## src/rtl/mpds_pkg.sv

```systemverilog
`default_nettype none
package mpds_pkg;
   localparam int DUTY_FRAC_BITS_DEF = 16;
   localparam int TICK_BITS_DEF = 16;
   localparam int CSR_IDX_BITS = 3;
   localparam int CSR_DATA_BITS = 16;
   localparam int TICK_MIN_US = 100;
   localparam int TICK_MAX_US = 20000;
   localparam int Q15_MILLI = 33;
   localparam int Q15_ONE = 32768;
   localparam int CHARGE_FRAC = 8;
   localparam int DIV_BITS = 40;

   localparam logic [2:0] CSR_MIN_DUTY = 3'd0;
   localparam logic [2:0] CSR_MAX_DUTY = 3'd1;
   localparam logic [2:0] CSR_DEADBAND = 3'd2;
   localparam logic [2:0] CSR_LIN_START = 3'd3;
   localparam logic [2:0] CSR_NEAR_CAP = 3'd4;
   localparam logic [2:0] CSR_PULSE_W = 3'd5;
   localparam logic [2:0] CSR_REV_COAST = 3'd6;

   localparam logic [2:0] MODE_IDLE = 3'd0;
   localparam logic [2:0] MODE_REVERSE = 3'd1;
   localparam logic [2:0] MODE_CONT = 3'd2;
   localparam logic [2:0] MODE_PULSE_ON = 3'd3;
   localparam logic [2:0] MODE_PULSE_OFF = 3'd4;

   typedef struct packed {
      logic load;      // latch item, compute front end
      logic div1_start;
      logic div2_start;
      logic finish;    // commit state, load result
   } cmd_type;

   typedef struct packed {
      logic early_done; // result already decided without division
      logic need_div2;
      logic div_busy;
   } sts_type;
endpackage
`default_nettype wire

```

## src/rtl/mpds_div.sv

```systemverilog
`default_nettype none
module mpds_div (
   input  wire logic clock,
   input  wire logic reset,
   input  wire logic start,
   input  wire logic [mpds_pkg::DIV_BITS-1:0] num,
   input  wire logic [16:0] den,
   output logic busy,
   output logic [mpds_pkg::DIV_BITS-1:0] quo
);
   import mpds_pkg::*;
   logic [DIV_BITS-1:0] q_ff, q_in;
   logic [17:0] r_ff, r_in;
   logic [16:0] d_ff, d_in;
   logic [5:0] cnt_ff, cnt_in;
   logic busy_ff, busy_in;
   logic [17:0] trial;

   always_comb begin
      q_in = q_ff; r_in = r_ff; d_in = d_ff; cnt_in = cnt_ff; busy_in = busy_ff;
      trial = {r_ff[16:0], q_ff[DIV_BITS-1]};
      if (start) begin
         q_in = num; r_in = '0; d_in = den; cnt_in = 6'(DIV_BITS); busy_in = 1'b1;
      end else if (busy_ff) begin
         if (trial >= {1'b0, d_ff}) begin
            r_in = trial - {1'b0, d_ff};
            q_in = {q_ff[DIV_BITS-2:0], 1'b1};
         end else begin
            r_in = trial;
            q_in = {q_ff[DIV_BITS-2:0], 1'b0};
         end
         cnt_in = cnt_ff - 6'd1;
         if (cnt_ff == 6'd1) busy_in = 1'b0;
      end
   end

   always_ff @(posedge clock) begin
      if (reset) begin
         busy_ff <= 1'b0; cnt_ff <= '0;
      end else begin
         busy_ff <= busy_in; cnt_ff <= cnt_in;
      end
      q_ff <= q_in; r_ff <= r_in; d_ff <= d_in;
   end
   assign busy = busy_ff;
   assign quo = q_ff;
endmodule
`default_nettype wire

```

## src/rtl/mpds_datapath.sv

```systemverilog
`default_nettype none
module mpds_datapath #(
   parameter int TICK_BITS = mpds_pkg::TICK_BITS_DEF
) (
   input  wire logic clock,
   input  wire logic reset,
   input  wire mpds_pkg::cmd_type cmd,
   output mpds_pkg::sts_type sts,
   input  wire logic csr_write,
   input  wire logic [mpds_pkg::CSR_IDX_BITS-1:0] csr_index,
   input  wire logic [mpds_pkg::CSR_DATA_BITS-1:0] csr_data,
   input  wire logic req_operation,
   input  wire logic signed [15:0] req_command,
   input  wire logic req_near_balance,
   input  wire logic [TICK_BITS-1:0] req_tick_us,
   output logic signed [16:0] res_duty,
   output logic [2:0] res_mode
);
   import mpds_pkg::*;
   logic [15:0] min_ff, max_ff, cap_ff, pw_ff, rc_ff;
   logic [14:0] db_ff, ls_ff;
   logic [31:0] charge_ff;
   logic [15:0] prem_ff, coast_ff;
   logic [1:0] ldir_ff;
   logic [14:0] absu_ff;
   logic [15:0] lin_ff;
   logic [14:0] dt_ff;
   logic neg_ff, near_ff, early_ff, div2_ff, lowseg_ff;
   logic signed [16:0] duty_ff;
   logic [2:0] mode_ff;
   logic [16:0] req_ff;

   logic signed [16:0] c;
   logic [14:0] absu;
   logic [15:0] lin, lin0;
   logic [TICK_BITS-1:0] dtc;
   logic [14:0] dt;
   logic neg;
   logic [1:0] dirc;
   logic [16:0] den_lin;
   logic [15:0] num_lin;
   logic signed [17:0] span;
   logic [DIV_BITS-1:0] dnum;
   logic [16:0] dden;
   logic busy;
   logic [DIV_BITS-1:0] quo;
   logic [16:0] req_a, req_b, capv;
   logic signed [18:0] req_s;
   logic [32:0] csum;
   logic [31:0] csat;
   logic [23:0] pwq;
   logic [15:0] prem_new;

   assign c = 17'(req_command);
   always_comb begin
      absu = (c < 0) ? ((c == -17'sd32768) ? 15'h7FFF : 15'(-c)) : 15'(c);
      neg = !(c > 0);
      dirc = neg ? 2'd2 : 2'd1;
      lin0 = 16'(db_ff) + 16'(Q15_MILLI);
      lin = (16'(ls_ff) > lin0) ? 16'(ls_ff) : lin0;
      dtc = req_tick_us;
      if (32'(dtc) < 32'(TICK_MIN_US)) dt = 15'(TICK_MIN_US);
      else if (32'(dtc) > 32'(TICK_MAX_US)) dt = 15'(TICK_MAX_US);
      else dt = 15'(dtc);
   end

   // linear mapping operands
   always_comb begin
      den_lin = 17'(Q15_ONE) - 17'(lin_ff);
      if (den_lin < 17'(Q15_MILLI)) den_lin = 17'(Q15_MILLI);
      num_lin = (16'(absu_ff) > lin_ff) ? 16'(absu_ff) - lin_ff : 16'd0;
      if (17'(num_lin) > den_lin) num_lin = 16'(den_lin);
      span = $signed({2'b0, max_ff}) - $signed({2'b0, min_ff});
      dnum = '0; dden = 17'd1;
      if (cmd.div1_start) begin
         if (lowseg_ff) begin
            dnum = DIV_BITS'(min_ff * absu_ff); dden = 17'(lin_ff);
         end else begin
            dnum = DIV_BITS'(num_lin * (span < 0 ? 17'(-span) : 17'(span)));
            dden = den_lin;
         end
      end else begin
         dnum = DIV_BITS'({32'(req_ff) * 32'(dt_ff), 8'b0});
         dden = {1'b0, min_ff};
      end
   end

   mpds_div u_div (.clock(clock), .reset(reset), .start(cmd.div1_start | cmd.div2_start),
      .num(dnum), .den(dden), .busy(busy), .quo(quo));

   // request from first quotient
   always_comb begin
      if (lowseg_ff) req_s = 19'(quo[16:0]);
      else if (span < 0) req_s = $signed({3'b0, min_ff}) - $signed({2'b0, quo[16:0]});
      else req_s = $signed({3'b0, min_ff}) + $signed({2'b0, quo[16:0]});
      capv = {1'b0, cap_ff};
      if (capv < {1'b0, min_ff}) capv = {1'b0, min_ff};
      else if (capv > {1'b0, max_ff}) capv = {1'b0, max_ff};
      req_a = (req_s < 0) ? 17'd0 : 17'(req_s);
      if (near_ff && req_a > capv) req_a = capv;
      req_b = (req_a > {1'b0, max_ff}) ? {1'b0, max_ff} : req_a;
   end

   always_comb begin
      csum = {1'b0, charge_ff} + 33'(quo);
      if (quo[DIV_BITS-1:33] != '0 || csum[32]) csat = '1; else csat = csum[31:0];
      pwq = {pw_ff, 8'b0};
      prem_new = prem_ff;
   end

   always_ff @(posedge clock) begin
      if (reset) begin
         min_ff <= 16'd9175; max_ff <= 16'd58982; db_ff <= 15'd1311; ls_ff <= 15'd3277;
         cap_ff <= 16'd27525; pw_ff <= 16'd5000; rc_ff <= 16'd5000;
         charge_ff <= '0; prem_ff <= '0; coast_ff <= '0; ldir_ff <= '0;
      end else begin
         if (csr_write) begin
            case (csr_index)
               CSR_MIN_DUTY: min_ff <= csr_data;
               CSR_MAX_DUTY: max_ff <= csr_data;
               CSR_DEADBAND: db_ff <= csr_data[14:0];
               CSR_LIN_START: ls_ff <= csr_data[14:0];
               CSR_NEAR_CAP: cap_ff <= csr_data;
               CSR_PULSE_W: pw_ff <= csr_data;
               CSR_REV_COAST: rc_ff <= csr_data;
               default: ;
            endcase
         end
         if (cmd.load) begin
            absu_ff <= absu; neg_ff <= neg; near_ff <= req_near_balance; dt_ff <= dt;
            lin_ff <= (lin > 16'(Q15_ONE)) ? 16'(Q15_ONE) : lin;
            lowseg_ff <= (absu < lin) && (min_ff != 16'd0);
            if (req_operation || absu < db_ff) begin
               charge_ff <= '0; prem_ff <= '0; coast_ff <= '0; ldir_ff <= '0;
               duty_ff <= '0; mode_ff <= MODE_IDLE; early_ff <= 1'b1;
            end else if (ldir_ff != 2'd0 && ldir_ff != dirc) begin
               charge_ff <= '0; prem_ff <= '0;
               coast_ff <= (rc_ff > 16'(dt)) ? rc_ff - 16'(dt) : 16'd0;
               ldir_ff <= dirc; duty_ff <= '0; mode_ff <= MODE_REVERSE; early_ff <= 1'b1;
            end else if (coast_ff != 16'd0) begin
               ldir_ff <= dirc;
               coast_ff <= (coast_ff > 16'(dt)) ? coast_ff - 16'(dt) : 16'd0;
               duty_ff <= '0; mode_ff <= MODE_REVERSE; early_ff <= 1'b1;
            end else begin
               ldir_ff <= dirc; early_ff <= 1'b0;
            end
         end
         if (cmd.finish && !early_ff) begin
            if (!div2_ff) begin
               charge_ff <= '0; prem_ff <= '0;
               duty_ff <= neg_ff ? -$signed(req_ff) : $signed(req_ff);
               mode_ff <= MODE_CONT;
            end else begin
               if (prem_ff == 16'd0 && csat >= 32'(pwq)) begin
                  charge_ff <= csat - 32'(pwq);
                  if (pw_ff != 16'd0) begin
                     prem_ff <= (pw_ff > 16'(dt_ff)) ? pw_ff - 16'(dt_ff) : 16'd0;
                     duty_ff <= neg_ff ? -$signed({1'b0, min_ff}) : $signed({1'b0, min_ff});
                     mode_ff <= MODE_PULSE_ON;
                  end else begin
                     duty_ff <= '0; mode_ff <= MODE_PULSE_OFF;
                  end
               end else if (prem_new != 16'd0) begin
                  charge_ff <= csat;
                  prem_ff <= (prem_ff > 16'(dt_ff)) ? prem_ff - 16'(dt_ff) : 16'd0;
                  duty_ff <= neg_ff ? -$signed({1'b0, min_ff}) : $signed({1'b0, min_ff});
                  mode_ff <= MODE_PULSE_ON;
               end else begin
                  charge_ff <= csat; duty_ff <= '0; mode_ff <= MODE_PULSE_OFF;
               end
            end
         end
      end
   end

   // latch the request after the first divide
   always_ff @(posedge clock) begin
      if (!busy && !cmd.div1_start && !cmd.div2_start
          && !cmd.finish && !cmd.load && !early_ff && !div2_ff) begin
         req_ff <= req_b;
         div2_ff <= (min_ff != 16'd0) && (req_b < {1'b0, min_ff});
      end
      if (cmd.load) div2_ff <= 1'b0;
   end

   assign sts.early_done = early_ff;
   assign sts.need_div2 = div2_ff;
   assign sts.div_busy = busy;
   assign res_duty = duty_ff;
   assign res_mode = mode_ff;
endmodule
`default_nettype wire

```

## src/rtl/mpds_ctrl.sv

```systemverilog
`default_nettype none
module mpds_ctrl (
   input  wire logic clock,
   input  wire logic reset,
   input  wire logic in_valid,
   output logic in_ready,
   output logic out_valid,
   input  wire logic out_ready,
   output mpds_pkg::cmd_type cmd,
   input  wire mpds_pkg::sts_type sts
);
   import mpds_pkg::*;
   localparam logic [2:0] S_IDLE = 3'd0, S_CHK = 3'd1, S_D1 = 3'd2, S_REQ = 3'd3,
                          S_SEL = 3'd4, S_D2 = 3'd5, S_FIN = 3'd6, S_OUT = 3'd7;
   logic [2:0] st_ff, st_in;
   logic ov_ff, ov_in;

   always_comb begin
      st_in = st_ff; ov_in = ov_ff; cmd = '0;
      if (out_ready) ov_in = 1'b0;
      in_ready = (st_ff == S_IDLE) && !ov_ff;
      case (st_ff)
         S_IDLE: if (in_valid && in_ready) begin cmd.load = 1'b1; st_in = S_CHK; end
         S_CHK: begin
            if (sts.early_done) st_in = S_OUT;
            else begin cmd.div1_start = 1'b1; st_in = S_D1; end
         end
         S_D1: if (!sts.div_busy) st_in = S_REQ;
         S_REQ: st_in = S_SEL;
         S_SEL: begin
            if (sts.need_div2) begin cmd.div2_start = 1'b1; st_in = S_D2; end
            else st_in = S_FIN;
         end
         S_D2: if (!sts.div_busy) st_in = S_FIN;
         S_FIN: begin cmd.finish = 1'b1; st_in = S_OUT; end
         S_OUT: begin ov_in = 1'b1; st_in = S_IDLE; end
         default: st_in = S_IDLE;
      endcase
   end

   always_ff @(posedge clock) begin
      if (reset) begin
         st_ff <= S_IDLE; ov_ff <= 1'b0;
      end else begin
         st_ff <= st_in; ov_ff <= ov_in;
      end
   end
   assign out_valid = ov_ff;
endmodule
`default_nettype wire

```

## src/rtl/motor_pulse_density_shaper.sv

```systemverilog
`default_nettype none
// Motor pulse-density shaper, one wheel.
// Input channel req_*: one item per control tick (operation, command,
// near_balance, tick_us). Output channel rsp_*: one item per input item
// (signed duty Q0.16 and mode).
// csr_*: write-only register port, indexes 0..6, taken while idle: the user
// must keep to this, the block itself does not enforce it.
// Path: rsp_valid rises after states S_CHK and S_OUT when the item ends
// early (coast operation, deadband, reversal, running coast), else after
// S_CHK, one 40-step divide in S_D1, S_REQ, S_SEL, S_FIN and S_OUT, with a
// second divide in S_D2 when the request falls into pulse mode. The shared
// radix-2 divider yields one quotient bit per cycle.
// One item is handled at a time; req_ready is low while one is in work or
// while a result waits, and returns the cycle after the result is taken.
// Reset: registers return to their defaults, charge, burst, coast timers and
// direction are cleared, no result is pending.
// A stalled receiver holds rsp_valid and the result; no new item is taken.
module motor_pulse_density_shaper #(
   parameter int TICK_BITS = mpds_pkg::TICK_BITS_DEF
) (
   input  wire logic clock,
   input  wire logic reset,
   input  wire logic req_valid,
   output logic req_ready,
   input  wire logic req_operation,
   input  wire logic signed [15:0] req_command,
   input  wire logic req_near_balance,
   input  wire logic [TICK_BITS-1:0] req_tick_us,
   output logic rsp_valid,
   input  wire logic rsp_ready,
   output logic signed [16:0] rsp_duty,
   output logic [2:0] rsp_mode,
   input  wire logic csr_write,
   input  wire logic [mpds_pkg::CSR_IDX_BITS-1:0] csr_index,
   input  wire logic [mpds_pkg::CSR_DATA_BITS-1:0] csr_data
);
   import mpds_pkg::*;
   cmd_type cmd;
   sts_type sts;

   mpds_ctrl u_ctrl (.clock(clock), .reset(reset), .in_valid(req_valid),
      .in_ready(req_ready), .out_valid(rsp_valid), .out_ready(rsp_ready),
      .cmd(cmd), .sts(sts));

   mpds_datapath #(.TICK_BITS(TICK_BITS)) u_dp (.clock(clock), .reset(reset),
      .cmd(cmd), .sts(sts), .csr_write(csr_write), .csr_index(csr_index),
      .csr_data(csr_data), .req_operation(req_operation), .req_command(req_command),
      .req_near_balance(req_near_balance), .req_tick_us(req_tick_us),
      .res_duty(rsp_duty), .res_mode(rsp_mode));

`ifndef NO_ASSERTIONS
   a_no_accept_while_out: assert property (@(posedge clock) disable iff (reset)
      rsp_valid |-> !req_ready) else $error("item taken while result pending");
   a_mode_range: assert property (@(posedge clock) disable iff (reset)
      rsp_valid |-> (rsp_mode <= MODE_PULSE_OFF)) else $error("bad mode");
   a_zero_duty: assert property (@(posedge clock) disable iff (reset)
      rsp_valid && (rsp_mode == MODE_IDLE || rsp_mode == MODE_REVERSE) |-> rsp_duty == 0)
      else $error("nonzero duty while idle or coasting");
`endif
endmodule
`default_nettype wire

```

## config.mk

```make
export PLATFORM = sky130hd
export DESIGN_NAME = motor_pulse_density_shaper
export DESIGN_NICKNAME = d
export VERILOG_FILES = /design/src/rtl/mpds_pkg.sv /design/src/rtl/mpds_div.sv /design/src/rtl/mpds_datapath.sv /design/src/rtl/mpds_ctrl.sv /design/src/rtl/motor_pulse_density_shaper.sv
export SDC_FILE = /design/constraint.sdc
export NUM_CORES = 2
export LEC_CHECK = 0
export ABC_AREA = 1
export BUFFER_PORTS_ARGS = -buffer_cell sky130_fd_sc_hd__buf_2
export CORE_MARGIN = 2
export CORE_UTILIZATION = 26
export CTS_CLUSTER_DIAMETER = 40
export DETAILED_ROUTE_END_ITERATION = 7
export GPL_TIMING_DRIVEN = 0
export MAX_ROUTING_LAYER = met4
export PLACE_DENSITY = 0.37
export SYNTH_ARGS = -nofsm -noshare
export SYNTH_HDL_FRONTEND = slang
export SYNTH_SLANG_ARGS = --single-unit
```

## constraint.sdc

```tcl
create_clock -name clock -period 29.4 [get_ports clock]
set_clock_uncertainty 0.05 [all_clocks]
set_input_delay 2.94 -clock clock [delete_from_list [all_inputs] [get_ports clock]]
set_output_delay 2.94 -clock clock [all_outputs]
set_load 0.01 [all_outputs]
```

== Yosys cells after proc, flatten, opt, wreduce, memory -nomap -nowiden ==
Index checks and enable logic that the tools add are counted.
Storage, ports and cells
  flip-flop bits (word level): 349
  input bits: 58
  output and inout port bits: 22
  logic and storage cells: 242
Operators by class
  add/subtract/negate cells: 18
  multipliers: 3
  $lt $le $gt $ge: 24
  eq/ne operators: 19
  mux-type cells: 89
  bitwise operators: 3
  reduce and logical (&&, ||, !) cells: 55
Operator list (number)
  16-bit two-way mux: 21
  17-bit two-way mux: 18
  32-bit two-way mux: 7
  40-bit two-way mux: 4
  16-bit by 15-bit > comparator with 1-bit output: 4
  16-bit nonzero test: 4
  16-bit by 15-bit subtractor with 16-bit output: 4
  15-bit two-way mux: 4
  16-bit by 40-bit multiplier with 40-bit output: 1
  3-bit two-way mux: 13
  19-bit two-way mux: 2
  17-bit negator: 2
  32-bit by 33-bit adder with 33-bit output: 1
  32-bit by 24-bit >= comparator with 1-bit output: 1
  15-bit by 16-bit > comparator with 1-bit output: 2
  17-bit by 15-bit multiplier with 32-bit output: 1
  32-bit by 24-bit subtractor with 32-bit output: 1
  16-bit by 15-bit multiplier with 31-bit output: 1
  3-bit one-hot mux with 8 select lines: 1
  3-bit == test, second input constant: 7
  2-bit AND reduction: 10
  19-bit by 1-bit less-than comparator with 1-bit output, second input constant: 1
  16-bit by 17-bit adder with 18-bit output: 1
  18-bit by 17-bit >= comparator with 1-bit output: 1
  other kinds (46): 99

== Depth between registers and ports, before layout ==
  depth in word-level cells: 13
  depth in mapped cells: 70

== Hierarchy ==
Synthesis repeated with hierarchy kept, for this count alone.
Second synthesis, totals
  cell total of the unflattened synthesis: 8039
  area total of the unflattened synthesis: 57346.2 um2
By module, submodules not included
  mpds_datapath: times used 1, cells an instance 7412, area an instance 52499.1 um2, sequential area each 6155.9 um2
  mpds_div: times used 1, cells an instance 582, area an instance 4580.6 um2, sequential area each 2192.1 um2
  mpds_ctrl: times used 1, cells an instance 45, area an instance 266.5 um2, sequential area each 80.1 um2

== Worst setup path after synthesis ==
OpenSTA, ideal clock, no wires.
  path type: register to register
  from: register u_dp.absu_ff[0]
  to: register u_dp.u_div.q_ff[22], in the netlist u_dp.u_div.quo[22] (data pin)
  library setup time: 256 ps
  arrival time: 9330 ps
  path slack: 19764 ps
  cell stages (with the launch flop): 63
  path buffers: 4
  cell sequence: edfxtp_1 clkbuf_1 clkbuf_1 inv_1 ha_1 inv_1 fa_1 a21oi_1 nor2_1 o21ai_1 nand2_1 nand3_1 nand2_1 nand2_1 nand2_1 nand2_1 nor2_2 inv_2 [... 27 more ...] fa_1 inv_1 fa_1 inv_1 fa_1 inv_1 ha_1 a21oi_1 o21ai_0 a21oi_1 inv_1 nand2_1 nand2_1 a21boi_0 xnor2_1 nand2_1 nand3_1 a22o_1
Between the ends
  longest elaborated chain between the ends: 8
  elaborated cells between the ends (all ways): 10
  those cells by class: 1 x add/sub; 2 x mul; 2 x order compare; 5 x mux
Ends and longest elaborated chain
  start: declaration: RTL line mpds_datapath.sv:25  | logic [14:0] absu_ff;
  start signal: assignment: RTL line mpds_datapath.sv:130  | absu_ff <= absu; neg_ff <= neg; near_ff <= req_near_balance; dt_ff <= dt;
  15-bit by 16-bit subtractor with 16-bit output or 15-bit by 16-bit > comparator with 1-bit output (tied branches): RTL line mpds_datapath.sv:71  | num_lin = (16'(absu_ff) > lin_ff) ? 16'(absu_ff) - lin_ff : 16'd0;
  16-bit two-way mux: RTL line mpds_datapath.sv:71
  16-bit by 17-bit > comparator with 1-bit output: RTL line mpds_datapath.sv:72  | if (17'(num_lin) > den_lin) num_lin = 16'(den_lin);
  16-bit two-way mux: RTL line mpds_datapath.sv:72
  16-bit by 40-bit multiplier with 40-bit output: RTL line mpds_datapath.sv:79  | dnum = DIV_BITS'(num_lin * (span < 0 ? 17'(-span) : 17'(span)));
  40-bit two-way mux *: RTL line mpds_datapath.sv:76  | if (lowseg_ff) begin
  40-bit two-way mux *: RTL line mpds_datapath.sv:75  | if (cmd.div1_start) begin
  40-bit two-way mux *: RTL line mpds_div.sv:22  | if (start) begin
  named net u_dp.u_div.q_in[22]: RTL line mpds_div.sv:12  | logic [DIV_BITS-1:0] q_ff, q_in;
  end signal: assignment: RTL line mpds_div.sv:43  | q_ff <= q_in; r_ff <= r_in; d_ff <= d_in;
  end: declaration: RTL line mpds_div.sv:12
The timed path passes the listed nets; every way through them passes the cells marked *.
A chain may end at the register's enable or synchronous reset.

== Final worst setup path ==
  from: register u_dp.absu_ff[0]
  to: register u_dp.u_div.q_ff[24], in the netlist u_dp.u_div.quo[24] (data pin)
The elaborated chain is that of the path after synthesis.

==> results.sh <==
export IMPL_grt_antenna_before_repair=11
export IMPL_grt_pass1_vias=52900
export IMPL_clock_fmax_mhz=73.28
export IMPL_yosysSeqAreaShare=0.1482
export IMPL_die_w_um=471.6
export IMPL_ys_flop_type="dfxtp_1"
export IMPL_tightest_slew_ns=1.298
export IMPL_root_buffer="clkbuf_16"
export IMPL_rsz0062_at_grt="no"
export IMPL_cp_slowest_cell="clkbuf_1"
export IMPL_final_max_slew_viol_count=0
export IMPL_clock_latency_ns=0.69
export IMPL_ys_warn_count=0
export IMPL_synth_seq_cells=349
export IMPL_fillCellCount=23970
export IMPL_firstDrtPassIters=7
export IMPL_port_buffers=78
export IMPL_row_count=171
export IMPL_hold_viol_final=0
export IMPL_endpoint_kind="flip-flop"
export IMPL_dieHeight_um=471.6
export IMPL_fin_crit_ns=13.65
export IMPL_hold_path_class="reg -> reg"
export IMPL_slowest_delay_ns=0.74
export IMPL_wl_met3_um=9354
export IMPL_final_layout_size_suffix_gt1_frac=0.05462
export IMPL_maxCapViolCount=0
export IMPL_cp_start_kind="flip-flop"
export IMPL_place_congestion=0.9411
export IMPL_gr_total_overflow=0
export IMPL_synth_enable_flop_cells=144
export IMPL_wl_per_cell_um=22.92
export IMPL_min_period_over_period=0.4641
export IMPL_design_core_area_um2=217200
export IMPL_multi_input_area_um2=41710
export IMPL_avgSynthCellArea_um2=7.229
export IMPL_path_common_cell="nand2_1"
export IMPL_drtIter0Drc=3987
export IMPL_grt_usage=0.2303
export IMPL_grt_pass1_wl_um=366600
export IMPL_drc=0
export IMPL_clock_path_buffers=3
export IMPL_synth_cell_type_count=74
export IMPL_postCtsHoldBufs=0
export IMPL_synthToLayoutAreaGrowth_pct=12.08
export IMPL_maxSlewHeadroom=0.1255
export IMPL_synthArstFlopShare=0
export IMPL_cts_sinks=349
export IMPL_routed_top_layer="met4"
export IMPL_regArea_um2=8428
export IMPL_required_ns=29.77
export IMPL_vias=52840
export IMPL_ios=80
export IMPL_drt_met1_wl_um=116400
export IMPL_crit_type="reg -> reg"
export IMPL_viasPerCell=4.826
export IMPL_cp_arrival_ns=14.02
export IMPL_clkTransAtPathRegs_ns=0.06
export IMPL_routed_wl_um=251000
export IMPL_fin_setup_tns_ns=0
export IMPL_dieArea_um2=222400
export IMPL_nNetsFinal=9317
export IMPL_netlist_instances=7865
export IMPL_setup_violations=0
export IMPL_dr_wl_met2_um=118200
export IMPL_start_util=0.2618
export IMPL_drtAntennaViolNets=0
export IMPL_outcome="complete, no violations"
export IMPL_synth_nets=9153
export IMPL_post_cts_buffers=0
export IMPL_grt_start_max_net_pins=33
export IMPL_cp_max_fo=10
export IMPL_syn_cell_area_um2=56850
export IMPL_cts_tree="yes"
export IMPL_hpwlAfterDp_um=211700
export IMPL_cts_resized=0
export IMPL_cts_buffers=75
export IMPL_cts_max_level=3
==> placed cells by master, fill, tap and decap left out, types with 12 or more instances in the layout <==
cell type	n
nand2_1	1835
inv_1	1450
ha_1	637
fa_1	593
a21oi_1	564
nor2_1	522
o21ai_0	412
nand3_1	310
clkbuf_1	219
dfxtp_1	205
edfxtp_1	144
xor2_1	122
buf_2	112
nor3_1	95
clkbuf_16	78
o211ai_1	73
nand4_1	64
xnor2_1	63
buf_1	34
o221ai_1	33
nand2_2	32
a21o_1	31
a31oi_1	30
nor4_1	27
or2_2	25
nand3_2	22
inv_2	21
nand3b_1	20
o21bai_1	20
a211oi_1	19
o21a_1	16
o31ai_1	16
a21boi_0	15
nor2_4	14
nor2_2	12
o21ai_1	12
==> Yosys cell counts, drive strengths merged (16+ instances only) <==
cell type	instances	share of area
nand2	1869	0.13
xor2	128	0.020
or2	25	0.0028
nand4	65	0.0073
nor3	104	0.010
o211ai	73	0.0096
o31ai	16	0.0021
nand3	333	0.031
o21a	16	0.0021
nor4	27	0.0030
ha	637	0.14
a31oi	30	0.0033
clkbuf	214	0.014
o21bai	20	0.0026
a21o	31	0.0041
dfxtp	205	0.072
inv	1472	0.097
o221ai	33	0.0051
o21ai	434	0.039
nand3b	20	0.0026
a21boi	17	0.0023
a21oi	576	0.051
xnor2	64	0.010
edfxtp	144	0.076
nor2	548	0.038
fa	593	0.21
a211oi	19	0.0025
buf	80	0.0072
==> worst max-delay path, delay by kind of cell (launching register included) <==
kind	cells	cell delay, ns
adders and majority gates	10	4.17
AOI/OAI and AO/OA	16	3.27
buffers and inverters	13	2.91
and+or+nand+nor	20	2.45
DFF	1	0.49
==> final timing paths <==
kind / start / depth (start not counted) / slack [ns] / endpoint
setup / recovery: u_dp.absu_ff[0] / 59 / 15.75 / u_dp.u_div.quo[24]
hold / removal: u_dp.charge_ff[5] / 2 / 0.41 / u_dp.charge_ff[5]
setup reg to reg: u_dp.absu_ff[0] / 59 / 15.75 / u_dp.u_div.quo[24]
hold reg to reg: u_dp.charge_ff[5] / 2 / 0.41 / u_dp.charge_ff[5]
==> flip-flops by register name (all words and copies together), names as in the netlist, 3 cells and up <==
name	flops
u_dp.u_div.quo	40
u_dp.charge_ff	32
u_dp.req_ff	17
u_dp.res_duty	17
u_dp.u_div.d_ff	17
u_dp.u_div.r_ff	17
u_dp.cap_ff	16
u_dp.coast_ff	16
u_dp.lin_ff	16
u_dp.max_ff	16
u_dp.min_ff	16
u_dp.prem_ff	16
u_dp.pw_ff	16
u_dp.rc_ff	16
u_dp.absu_ff	15
u_dp.db_ff	15
u_dp.dt_ff	15
u_dp.ls_ff	15
u_dp.u_div.cnt_ff	6
u_ctrl.st_ff	3
u_dp.res_mode	3
==> per-layer routing <==
metal  global-route usage  vias to the layer above
met5                    -                        -
met4              0.05807                        0
met3              0.01546                      201
met2               0.3784                     1231
met1               0.3073                    25990
li1                     -                    25420
==> logic make-up after synthesis <==
kind of cell	Yosys count	share of synthesized area
AO/OA/AOI/OAI	1305	0.1303
XOR/XNOR	192	0.02997
adder cells (fa/ha/maj)	1230	0.3490
buffers and inverters	1776	0.1193
flip-flops	349	0.1482
multiplexers	1	0.0001761
other	1	0.00006596
AND/OR/NAND/NOR	3011	0.2230
==> final cells by class <==
type                       instances  area share
antenna                            4   0.0001571
buffer                           294     0.01914
clock buffer                      91     0.03234
clock inverter                    49    0.009974
inverter                        1482     0.08733
multi-input combinational       5740      0.6546
sequential                       349      0.1323
tap                             2854     0.05604
timing repair buffer              87    0.008188
==> metrics by stage <==
stage,std cells,hold WS (ns),cell area (µm²),util,worst slack (ns)
2_1_floorplan,7865,0.3829,56850,-,19.76
3_3_place_gp,10800,0.4038,60820,0.2800,15.26
3_5_place_dp,10810,0.4086,61020,0.2810,15.62
4_1_cts,10950,0.4164,63710,0.2934,15.60
5_1_grt,10950,0.4373,63720,0.2934,14.78
6_report,10950,0.4128,63720,0.2934,15.75
Power is left out: the tool's default activity adds up to more than one toggle a clock period on the data nets, which glitch-free logic cannot reach.
